[src/hdl/ord_pkg.sv]
// Package for the overwriting ring deque: sizes, command codes, the result
// record and the pointer wrap helpers.
// Depends on nothing; every other file of the block imports it.
package ord_pkg;

    localparam int DEPTH      = 16;
    localparam int DATA_WIDTH = 32;
    localparam int PTR_W      = $clog2(DEPTH);
    localparam int CNT_W      = $clog2(DEPTH + 1);
    localparam int CMD_W      = 3;
    localparam int IDX_W      = 4;
    localparam int RD_W       = 32;

    typedef enum logic [CMD_W-1:0] {
        CMD_PUSH_BACK  = 3'd0,
        CMD_PUSH_FRONT = 3'd1,
        CMD_POP_BACK   = 3'd2,
        CMD_POP_FRONT  = 3'd3,
        CMD_READ       = 3'd4,
        CMD_CLEAR      = 3'd5
    } cmd_t;

    typedef struct packed {
        logic [RD_W-1:0]  read_data;
        logic             index_error;
        logic [CNT_W-1:0] element_count;
        logic             is_empty;
        logic             is_full;
    } rsp_t;

    // Step forward by one slot, wrapping at the configured capacity.
    function automatic logic [PTR_W-1:0] wrap_inc(input logic [PTR_W-1:0] p,
                                                   input logic [CNT_W-1:0] cap);
        logic [CNT_W-1:0] sum;
        sum = {{(CNT_W-PTR_W){1'b0}}, p} + CNT_W'(1);
        return (sum >= cap) ? '0 : sum[PTR_W-1:0];
    endfunction

    // Step back by one slot, wrapping to the last slot of the configured capacity.
    function automatic logic [PTR_W-1:0] wrap_dec(input logic [PTR_W-1:0] p,
                                                   input logic [CNT_W-1:0] cap);
        logic [CNT_W-1:0] last;
        last = cap - CNT_W'(1);
        return (p == '0) ? last[PTR_W-1:0] : p - PTR_W'(1);
    endfunction

endpackage

[src/hdl/ord_channels.sv]
// Valid/ready channel interfaces for the ring deque: command beats in and
// result beats out. Depends on ord_pkg for the field widths.
interface ord_cmd_if
    import ord_pkg::*;
();
    logic             valid;
    logic             ready;
    logic [CMD_W-1:0] cmd;
    logic [31:0]      element_value;
    logic [IDX_W-1:0] read_index;

    modport source (output valid, cmd, element_value, read_index, input ready);
    modport sink   (input valid, cmd, element_value, read_index, output ready);
endinterface

interface ord_rsp_if
    import ord_pkg::*;
();
    logic             valid;
    logic             ready;
    logic [RD_W-1:0]  read_data;
    logic             index_error;
    logic [CNT_W-1:0] element_count;
    logic             is_empty;
    logic             is_full;

    modport source (output valid, read_data, index_error, element_count, is_empty,
                    is_full, input ready);
    modport sink   (input valid, read_data, index_error, element_count, is_empty,
                    is_full, output ready);
endinterface

[src/hdl/ord_rsp_buf.sv]
// Two-entry result buffer: an output register plus a skid register, so the
// input side sees a registered ready. Depends on ord_pkg and ord_channels.
module ord_rsp_buf
    import ord_pkg::*;
(
    input  logic       clk,
    input  logic       rst_n,
    input  logic       push_valid,
    output logic       push_ready,
    input  rsp_t       push_data,
    ord_rsp_if.source  rsp
);

    logic main_valid_reg, main_valid_next;
    logic skid_valid_reg, skid_valid_next;
    rsp_t main_data_reg, main_data_next;
    rsp_t skid_data_reg, skid_data_next;
    logic take;
    logic drain;

    assign push_ready = !skid_valid_reg;
    assign take       = push_valid && push_ready;
    assign drain      = main_valid_reg && rsp.ready;

    always_comb
    begin
        main_valid_next = main_valid_reg;
        skid_valid_next = skid_valid_reg;
        main_data_next  = main_data_reg;
        skid_data_next  = skid_data_reg;
        if (drain || !main_valid_reg)
        begin
            if (skid_valid_reg)
            begin
                main_valid_next = 1'b1;
                main_data_next  = skid_data_reg;
                skid_valid_next = 1'b0;
            end
            else
            begin
                main_valid_next = take;
                main_data_next  = push_data;
            end
        end
        else if (take)
        begin
            skid_valid_next = 1'b1;
            skid_data_next  = push_data;
        end
    end

    always_ff @(posedge clk or negedge rst_n)
    begin
        if (!rst_n)
        begin
            main_valid_reg <= 1'b0;
            skid_valid_reg <= 1'b0;
        end
        else
        begin
            main_valid_reg <= main_valid_next;
            skid_valid_reg <= skid_valid_next;
        end
    end

    always_ff @(posedge clk)
    begin
        main_data_reg <= main_data_next;
        skid_data_reg <= skid_data_next;
    end

    assign rsp.valid         = main_valid_reg;
    assign rsp.read_data     = main_data_reg.read_data;
    assign rsp.index_error   = main_data_reg.index_error;
    assign rsp.element_count = main_data_reg.element_count;
    assign rsp.is_empty      = main_data_reg.is_empty;
    assign rsp.is_full       = main_data_reg.is_full;

endmodule

[src/hdl/overwriting_ring_deque.sv]
// Top level of the overwriting ring deque: slot storage, pointers, command
// decode and the capacity register. Depends on ord_pkg, ord_channels and
// ord_rsp_buf.
//
//   Channel   Dir   Handshake        Carries
//   cmd       in    valid/ready      cmd, element_value, read_index
//   rsp       out   valid/ready      read_data, index_error, element_count,
//                                    is_empty, is_full
//   cfg       in    cfg_we only      capacity (cfg_wdata)
//
// One command beat is taken per cycle while cmd.ready is high. The command
// is decoded and the slots, pointers and count are updated at the edge that
// accepts it (a beat taken while cfg_we is high is dropped); the result is
// registered at that same edge. Reset leaves capacity at DEPTH and the deque
// empty; slot contents are not reset. The result side has an output register
// and a skid register, so one stalled result does not stop intake; cmd.ready
// falls only when both hold results; rsp is driven from the output register.
module overwriting_ring_deque
    import ord_pkg::*;
(
    input  logic             clk,
    input  logic             rst_n,
    ord_cmd_if.sink          cmd,
    ord_rsp_if.source        rsp,
    input  logic             cfg_we,
    input  logic [CNT_W-1:0] cfg_wdata
);

    logic [DATA_WIDTH-1:0] slots_reg [DEPTH];

    logic [CNT_W-1:0] cap_reg, cap_next;
    logic [PTR_W-1:0] head_reg, head_next;
    logic [PTR_W-1:0] tail_reg, tail_next;
    logic [CNT_W-1:0] count_reg, count_next;

    logic             accept;
    logic             buf_ready;
    logic             full;
    logic             slot_we;
    logic [PTR_W-1:0] slot_waddr;
    logic [PTR_W-1:0] inc_head;
    logic [PTR_W-1:0] inc_tail;
    logic [PTR_W-1:0] dec_head;
    logic [PTR_W-1:0] dec_tail;
    logic [CNT_W-1:0] read_pos;
    logic [CNT_W-1:0] read_idx;
    logic [CNT_W-1:0] cap_clamp;
    logic [CNT_W-1:0] cap_last;
    rsp_t             result;

    assign cmd.ready = buf_ready;
    assign accept    = cmd.valid && buf_ready;
    assign full      = (count_reg == cap_reg);
    assign inc_head  = wrap_inc(head_reg, cap_reg);
    assign inc_tail  = wrap_inc(tail_reg, cap_reg);
    assign dec_head  = wrap_dec(head_reg, cap_reg);
    assign dec_tail  = wrap_dec(tail_reg, cap_reg);
    assign read_idx  = CNT_W'(cmd.read_index);
    assign cap_last  = (cfg_we ? cap_clamp : cap_reg) - CNT_W'(1);

    // A new capacity is clamped into 1..DEPTH.
    always_comb
    begin
        if (cfg_wdata == '0)
        begin
            cap_clamp = CNT_W'(1);
        end
        else if (cfg_wdata > CNT_W'(DEPTH))
        begin
            cap_clamp = CNT_W'(DEPTH);
        end
        else
        begin
            cap_clamp = cfg_wdata;
        end
    end

    // The read position is head plus index; for an index below the count both are
    // below the capacity, so one conditional subtract wraps it.
    always_comb
    begin
        read_pos = {{(CNT_W-PTR_W){1'b0}}, head_reg} + read_idx;
        if (read_pos >= cap_reg)
        begin
            read_pos = read_pos - cap_reg;
        end
    end

    always_comb
    begin
        cap_next             = cap_reg;
        head_next            = head_reg;
        tail_next            = tail_reg;
        count_next           = count_reg;
        slot_we              = 1'b0;
        slot_waddr           = head_reg;
        result.read_data     = '0;
        result.index_error   = 1'b0;

        if (cfg_we)
        begin
            // A capacity write empties the deque.
            cap_next   = cap_clamp;
            head_next  = '0;
            tail_next  = cap_last[PTR_W-1:0];
            count_next = '0;
        end
        else if (accept)
        begin
            case (cmd.cmd)
                CMD_PUSH_BACK:
                begin
                    slot_we = 1'b1;
                    if (full)
                    begin
                        // The front element is overwritten and the window moves on.
                        slot_waddr = head_reg;
                        tail_next  = head_reg;
                        head_next  = inc_head;
                    end
                    else
                    begin
                        slot_waddr = inc_tail;
                        tail_next  = inc_tail;
                        count_next = count_reg + CNT_W'(1);
                    end
                end
                CMD_PUSH_FRONT:
                begin
                    slot_we = 1'b1;
                    if (full)
                    begin
                        // The back element is overwritten and the window moves back.
                        slot_waddr = tail_reg;
                        head_next  = tail_reg;
                        tail_next  = dec_tail;
                    end
                    else
                    begin
                        slot_waddr = dec_head;
                        head_next  = dec_head;
                        count_next = count_reg + CNT_W'(1);
                    end
                end
                CMD_POP_BACK:
                begin
                    if (count_reg != '0)
                    begin
                        tail_next  = dec_tail;
                        count_next = count_reg - CNT_W'(1);
                    end
                end
                CMD_POP_FRONT:
                begin
                    if (count_reg != '0)
                    begin
                        head_next  = inc_head;
                        count_next = count_reg - CNT_W'(1);
                    end
                end
                CMD_READ:
                begin
                    if (read_idx < count_reg)
                    begin
                        result.read_data = RD_W'(slots_reg[read_pos[PTR_W-1:0]]);
                    end
                    else
                    begin
                        result.index_error = 1'b1;
                    end
                end
                CMD_CLEAR:
                begin
                    head_next  = '0;
                    tail_next  = cap_last[PTR_W-1:0];
                    count_next = '0;
                end
                default:
                begin
                    // Unused codes only report the status.
                end
            endcase
        end

        result.element_count = count_next;
        result.is_empty      = (count_next == '0);
        result.is_full       = (count_next == cap_next);
    end

    always_ff @(posedge clk or negedge rst_n)
    begin
        if (!rst_n)
        begin
            cap_reg   <= CNT_W'(DEPTH);
            head_reg  <= '0;
            tail_reg  <= PTR_W'(DEPTH - 1);
            count_reg <= '0;
        end
        else
        begin
            cap_reg   <= cap_next;
            head_reg  <= head_next;
            tail_reg  <= tail_next;
            count_reg <= count_next;
        end
    end

    // Slot storage holds payload only and is not reset.
    always_ff @(posedge clk)
    begin
        if (slot_we)
        begin
            slots_reg[slot_waddr] <= DATA_WIDTH'(cmd.element_value);
        end
    end

    ord_rsp_buf u_rsp_buf (
        .clk        (clk),
        .rst_n      (rst_n),
        .push_valid (accept && !cfg_we),
        .push_ready (buf_ready),
        .push_data  (result),
        .rsp        (rsp)
    );

endmodule
[src/flat_wrapper.sv]
// flat-port wrapper written by rule: the top's interface ports become plain ports
module overwriting_ring_deque_flat import ord_pkg::*;
  (clk, rst_n, cfg_we, cfg_wdata, cmd_valid, cmd_cmd, cmd_element_value, cmd_read_index, cmd_ready, rsp_valid, rsp_read_data, rsp_index_error, rsp_element_count, rsp_is_empty, rsp_is_full, rsp_ready);
  ord_cmd_if cmd_i ();
  ord_rsp_if rsp_i ();
  input  logic clk;
  input  logic rst_n;
  input  logic cfg_we;
  input  logic [CNT_W-1:0] cfg_wdata;
  input wire logic [$bits(cmd_i.valid)-1:0] cmd_valid;
  input wire logic [$bits(cmd_i.cmd)-1:0] cmd_cmd;
  input wire logic [$bits(cmd_i.element_value)-1:0] cmd_element_value;
  input wire logic [$bits(cmd_i.read_index)-1:0] cmd_read_index;
  output wire logic [$bits(cmd_i.ready)-1:0] cmd_ready;
  output wire logic [$bits(rsp_i.valid)-1:0] rsp_valid;
  output wire logic [$bits(rsp_i.read_data)-1:0] rsp_read_data;
  output wire logic [$bits(rsp_i.index_error)-1:0] rsp_index_error;
  output wire logic [$bits(rsp_i.element_count)-1:0] rsp_element_count;
  output wire logic [$bits(rsp_i.is_empty)-1:0] rsp_is_empty;
  output wire logic [$bits(rsp_i.is_full)-1:0] rsp_is_full;
  input wire logic [$bits(rsp_i.ready)-1:0] rsp_ready;
  assign cmd_i.valid = cmd_valid;
  assign cmd_i.cmd = cmd_cmd;
  assign cmd_i.element_value = cmd_element_value;
  assign cmd_i.read_index = cmd_read_index;
  assign cmd_ready = cmd_i.ready;
  assign rsp_valid = rsp_i.valid;
  assign rsp_read_data = rsp_i.read_data;
  assign rsp_index_error = rsp_i.index_error;
  assign rsp_element_count = rsp_i.element_count;
  assign rsp_is_empty = rsp_i.is_empty;
  assign rsp_is_full = rsp_i.is_full;
  assign rsp_i.ready = rsp_ready;
  overwriting_ring_deque u_core (.clk(clk), .rst_n(rst_n), .cmd(cmd_i), .rsp(rsp_i), .cfg_we(cfg_we), .cfg_wdata(cfg_wdata));
endmodule
[config.mk]
export PLATFORM = sky130hd
export DESIGN_NAME = overwriting_ring_deque_flat
export DESIGN_NICKNAME = d
export VERILOG_FILES = /design/src/hdl/ord_pkg.sv /design/src/hdl/ord_channels.sv /design/src/hdl/ord_rsp_buf.sv /design/src/hdl/overwriting_ring_deque.sv /design/src/flat_wrapper.sv
export SDC_FILE = /design/constraint.sdc
export NUM_CORES = 1
export LEC_CHECK = 0
export BUFFER_PORTS_ARGS = -buffer_cell sky130_fd_sc_hd__clkbuf_2
export CAP_MARGIN = 10
export CORE_ASPECT_RATIO = 0.7
export CORE_MARGIN = 2
export CORE_UTILIZATION = 55
export CTS_BUF_LIST = sky130_fd_sc_hd__clkbuf_16
export DETAILED_ROUTE_END_ITERATION = 10
export GPL_TIMING_DRIVEN = 1
export PLACE_DENSITY = 0.72
export SYNTH_ARGS = -nofsm -noshare
export SYNTH_HDL_FRONTEND = slang
export SYNTH_SLANG_ARGS = --single-unit
[constraint.sdc]
create_clock -name clk -period 6.2 [get_ports clk]
set_clock_uncertainty 0.2 [all_clocks]
set_input_delay 0.62 -clock clk [delete_from_list [all_inputs] [get_ports clk]]
set_output_delay 0.62 -clock clk [all_outputs]
set_load 0.01 [all_outputs]
==> qor.txt <==
Status = finished, final reports clean
Post-synth EDFFs = 592
Crit path required time = 6310 ps
GRT busiest layer = met1
Main synth FF type = edfxtp_1
Sequential cell area fraction in the yosys report = 0.663
Vias per std cell = 6.24
Initial DRC count = 1959
Count leader, synth = edfxtp_1
Via Count = 16973
Tmin final = 5120 ps
First-pass GRT wire length = 102 mm
Final Non-Filler Cells = 2721
Post-synthesis simple-gate area fraction = 0.0780
Total CTS buffers = 55
Worst path slowest cell = and2_4
Share of layout cells above drive strength 1 = 0.186
Mux share of post-synthesis cell area = 0.0642
Met2 usage = 0.389
IO Port Bufs = 90
Gp weighted congestion = 0.910
Post-DP HPWL = 37.8 mm
Post-Synth XOR/XNOR Area = 0.00635
CP endpoint kind = flop
GRT Util Overall = 0.259
H-tree depth = 2
Drt pass-1 iters = 5
Worst path cell trace = ha_1, fa_1, a21o_1, a21o_1, ha_1, a21oi_4, nor2_1, a21oi_2, and2_4, buf_12, o21ai_1, a2111oi_0, a21oi_1
Post-Syn Area = 27600 um^2
Setup_tns = 0 ps
Worst hold path cell count = 3
Post-DP Area = 28900 um^2
Slew HR = 0.418
Crit path largest cell delay = 760 ps
Mapped Cells = 1925
Layout overhead on the synthesized area = 11.0%
M3 GR Usage = 0.0436
GRT overflow = 0
Synth Area in Compound Gates = 0.146
CTS tree = done
Area leader, netlist = edfxtp_1
Dpl cells = 2617
Post-route ant nets = 0
Syn Nets = 2006
Final period util = 0.826
Design Area, Final = 30600 um^2
CP Launch Type = flop
Die width = 272 um
Remaining routing DRC violations = 0
Max-cap violations = 0
Fin util = 0.620
WL final = 67.0 mm
#FFs+latches synth = 612
Clock sinks = 612
Peak supply drop = 299 uV
Initial antenna violation count = 3
R2R depth = 13
Post-synth ARST share = 0.0327
Largest family of logic cells by synthesized area = compound AO/OA/AOI/OAI gates
Pwr Density = 346 nW/um^2
Max reg flops = 512
Skew-Pair Late Insertion Delay = 630 ps
Met1 global-route usage = 0.390
Post-Place Setup Slack = 1020 ps
RSZ-0062 raised after global routing = no
HP Class = in -> reg
Max clock buf depth = 3
Cell variety after synth = 90
Total core area = 49400 um^2
Post-DR wirelength/cell = 24.6 um
Maximum fanout along the worst path = 55
Final Worst Setup Slack = 1080 ps
Final setup violation count = 0
Root Driver = clkbuf_16
Syn avg cell area = 14.3 um^2
Vias in the first global route = 16520
Initial core utilization = 0.558
Top-area cell type share of the netlist area = 0.644
Die height = 191 um
Pin count of the biggest net entering global routing = 73
Synth Area in Adders = 0.0151
Leakage = 10.3 nW
Dominant cells by area after synthesis = edfxtp_1 64%, nand2_1 3.6%, mux2i_1 3.1%
Ports = 91
Final Max Tran Viols = 0
Most common library cells after synthesis = 592 x edfxtp_1, 265 x nand2_1, 100 x a21oi_1, 86 x mux2i_1, 74 x a211oi_1
Kind of critical path = reg -> reg
Worst Path Arrival = 5230 ps
Die ar. = 52000 um^2
Nets = 2091
Worst slew pin tran = 873 ps
F_max = 0.195 GHz
Cell row count = 68
Yosys warns = 0
Final hold vios = 0
Clk slew on worst S/H paths = 80 ps
-- routing by layer --
| metal | wire [um] | vias up |
|---|---|---|
| met1 | 29700 | 8437 |
| met4 | 1730 | 0 |
| met2 | 29500 | 782 |
| met3 | 6090 | 123 |
| li1 | - | 7631 |
| met5 | 0 | - |
-- layout make-up --
type | count | area [um^2]
Inverter | 27 | 101
Multi-Input combinational cell | 1175 | 8740
Tap cell | 665 | 832
Antenna cell | 2 | 5.00
Timing Repair Buffer | 139 | 983
Fill cell | 3655 | 18800
Clock buffer | 55 | 1380
Sequential cell | 612 | 18300
Clock inverter | 46 | 313
-- cell families (layout without fill, tap and decap cells) --
| group | count (synthesis) | after routing |
|---|---|---|
| adder cells (fa/ha/maj) | 32 | 32 |
| AND/OR/NAND/NOR | 483 | 483 |
| flip-flops | 612 | 612 |
| multiplexers | 157 | 157 |
| XOR/XNOR | 20 | 20 |
| other | 0 | 2 |
| AO/OA/AOI/OAI | 483 | 483 |
| buffers and inverters | 138 | 267 |
-- metrics by stage --
| stage | power [W] | hold slack (ps) |
|---|---|---|
| 6_report | 0.0106 | 145 |
| 5_1_grt | 0.0110 | 142 |
| 4_1_cts | 0.0106 | 119 |
| 3_5_place_dp | 0.00740 | 328 |
| 3_3_place_gp | 0.00735 | 311 |
| 2_1_floorplan | 0.00675 | 124 |
-- worst paths after layout --
check | from | to | slack [ps]
min reg2reg | u_core.u_rsp_buf.skid_data_reg[3]$_DFFE_PP_ | u_core.u_rsp_buf.rsp.element_count[1]$_DFFE_PN_ | 340
min in group asynchronous | rst_n | u_core.head_reg[0]$_DFFE_PN0P_ | 310
min | cfg_wdata[4] | u_core.cap_reg[4]$_DFF_PN1_ | 140
max in group asynchronous | rst_n | u_core.count_reg[0]$_DFF_PN0_ | 5060
max reg2reg | u_core.head_reg[0]$_DFFE_PN0P_ | u_core.u_rsp_buf.rsp.read_data[1]$_DFFE_PN_ | 1080
max | u_core.head_reg[0]$_DFFE_PN0P_ | u_core.u_rsp_buf.rsp.read_data[1]$_DFFE_PN_ | 1080
-- where the power goes --
part	internal, W	switching [W]
sequential	0.00462	0.0000561
combinational	0.000872	0.00180
clock	0.00174	0.00151
-- timing repair --
| item | in CTS | in global routing |
|---|---|---|
| resized for setup | 0 | 0 |
| endpoints found under the hold margin | 15 | 0 |
| setup buffers | 0 | 0 |
| hold buffers | 1 | 0 |
-- worst max-delay path, delay by kind of cell, from the launching register on --
family	cells	cell delay, ps
compound gates	7	1680
flops	1	560
fa+ha+maj	3	1100
simple gates	2	850
buf+inv	1	360
-- layout by cell type, fill, tap and decap left out, types with 28 or more instances in the layout --
cell,n
inv_1,36
buf_4,35
o211ai_1,32
clkbuf_2,90
a21oi_1,100
and2_1,28
nand3_1,47
edfxtp_1,592
nand2_1,264
nor2_1,56
o21ai_1,41
mux2_4,29
clkbuf_16,55
mux2i_1,86
a211oi_1,74
ha_1,30
Note: power is estimated with default switching activity, not from simulation.
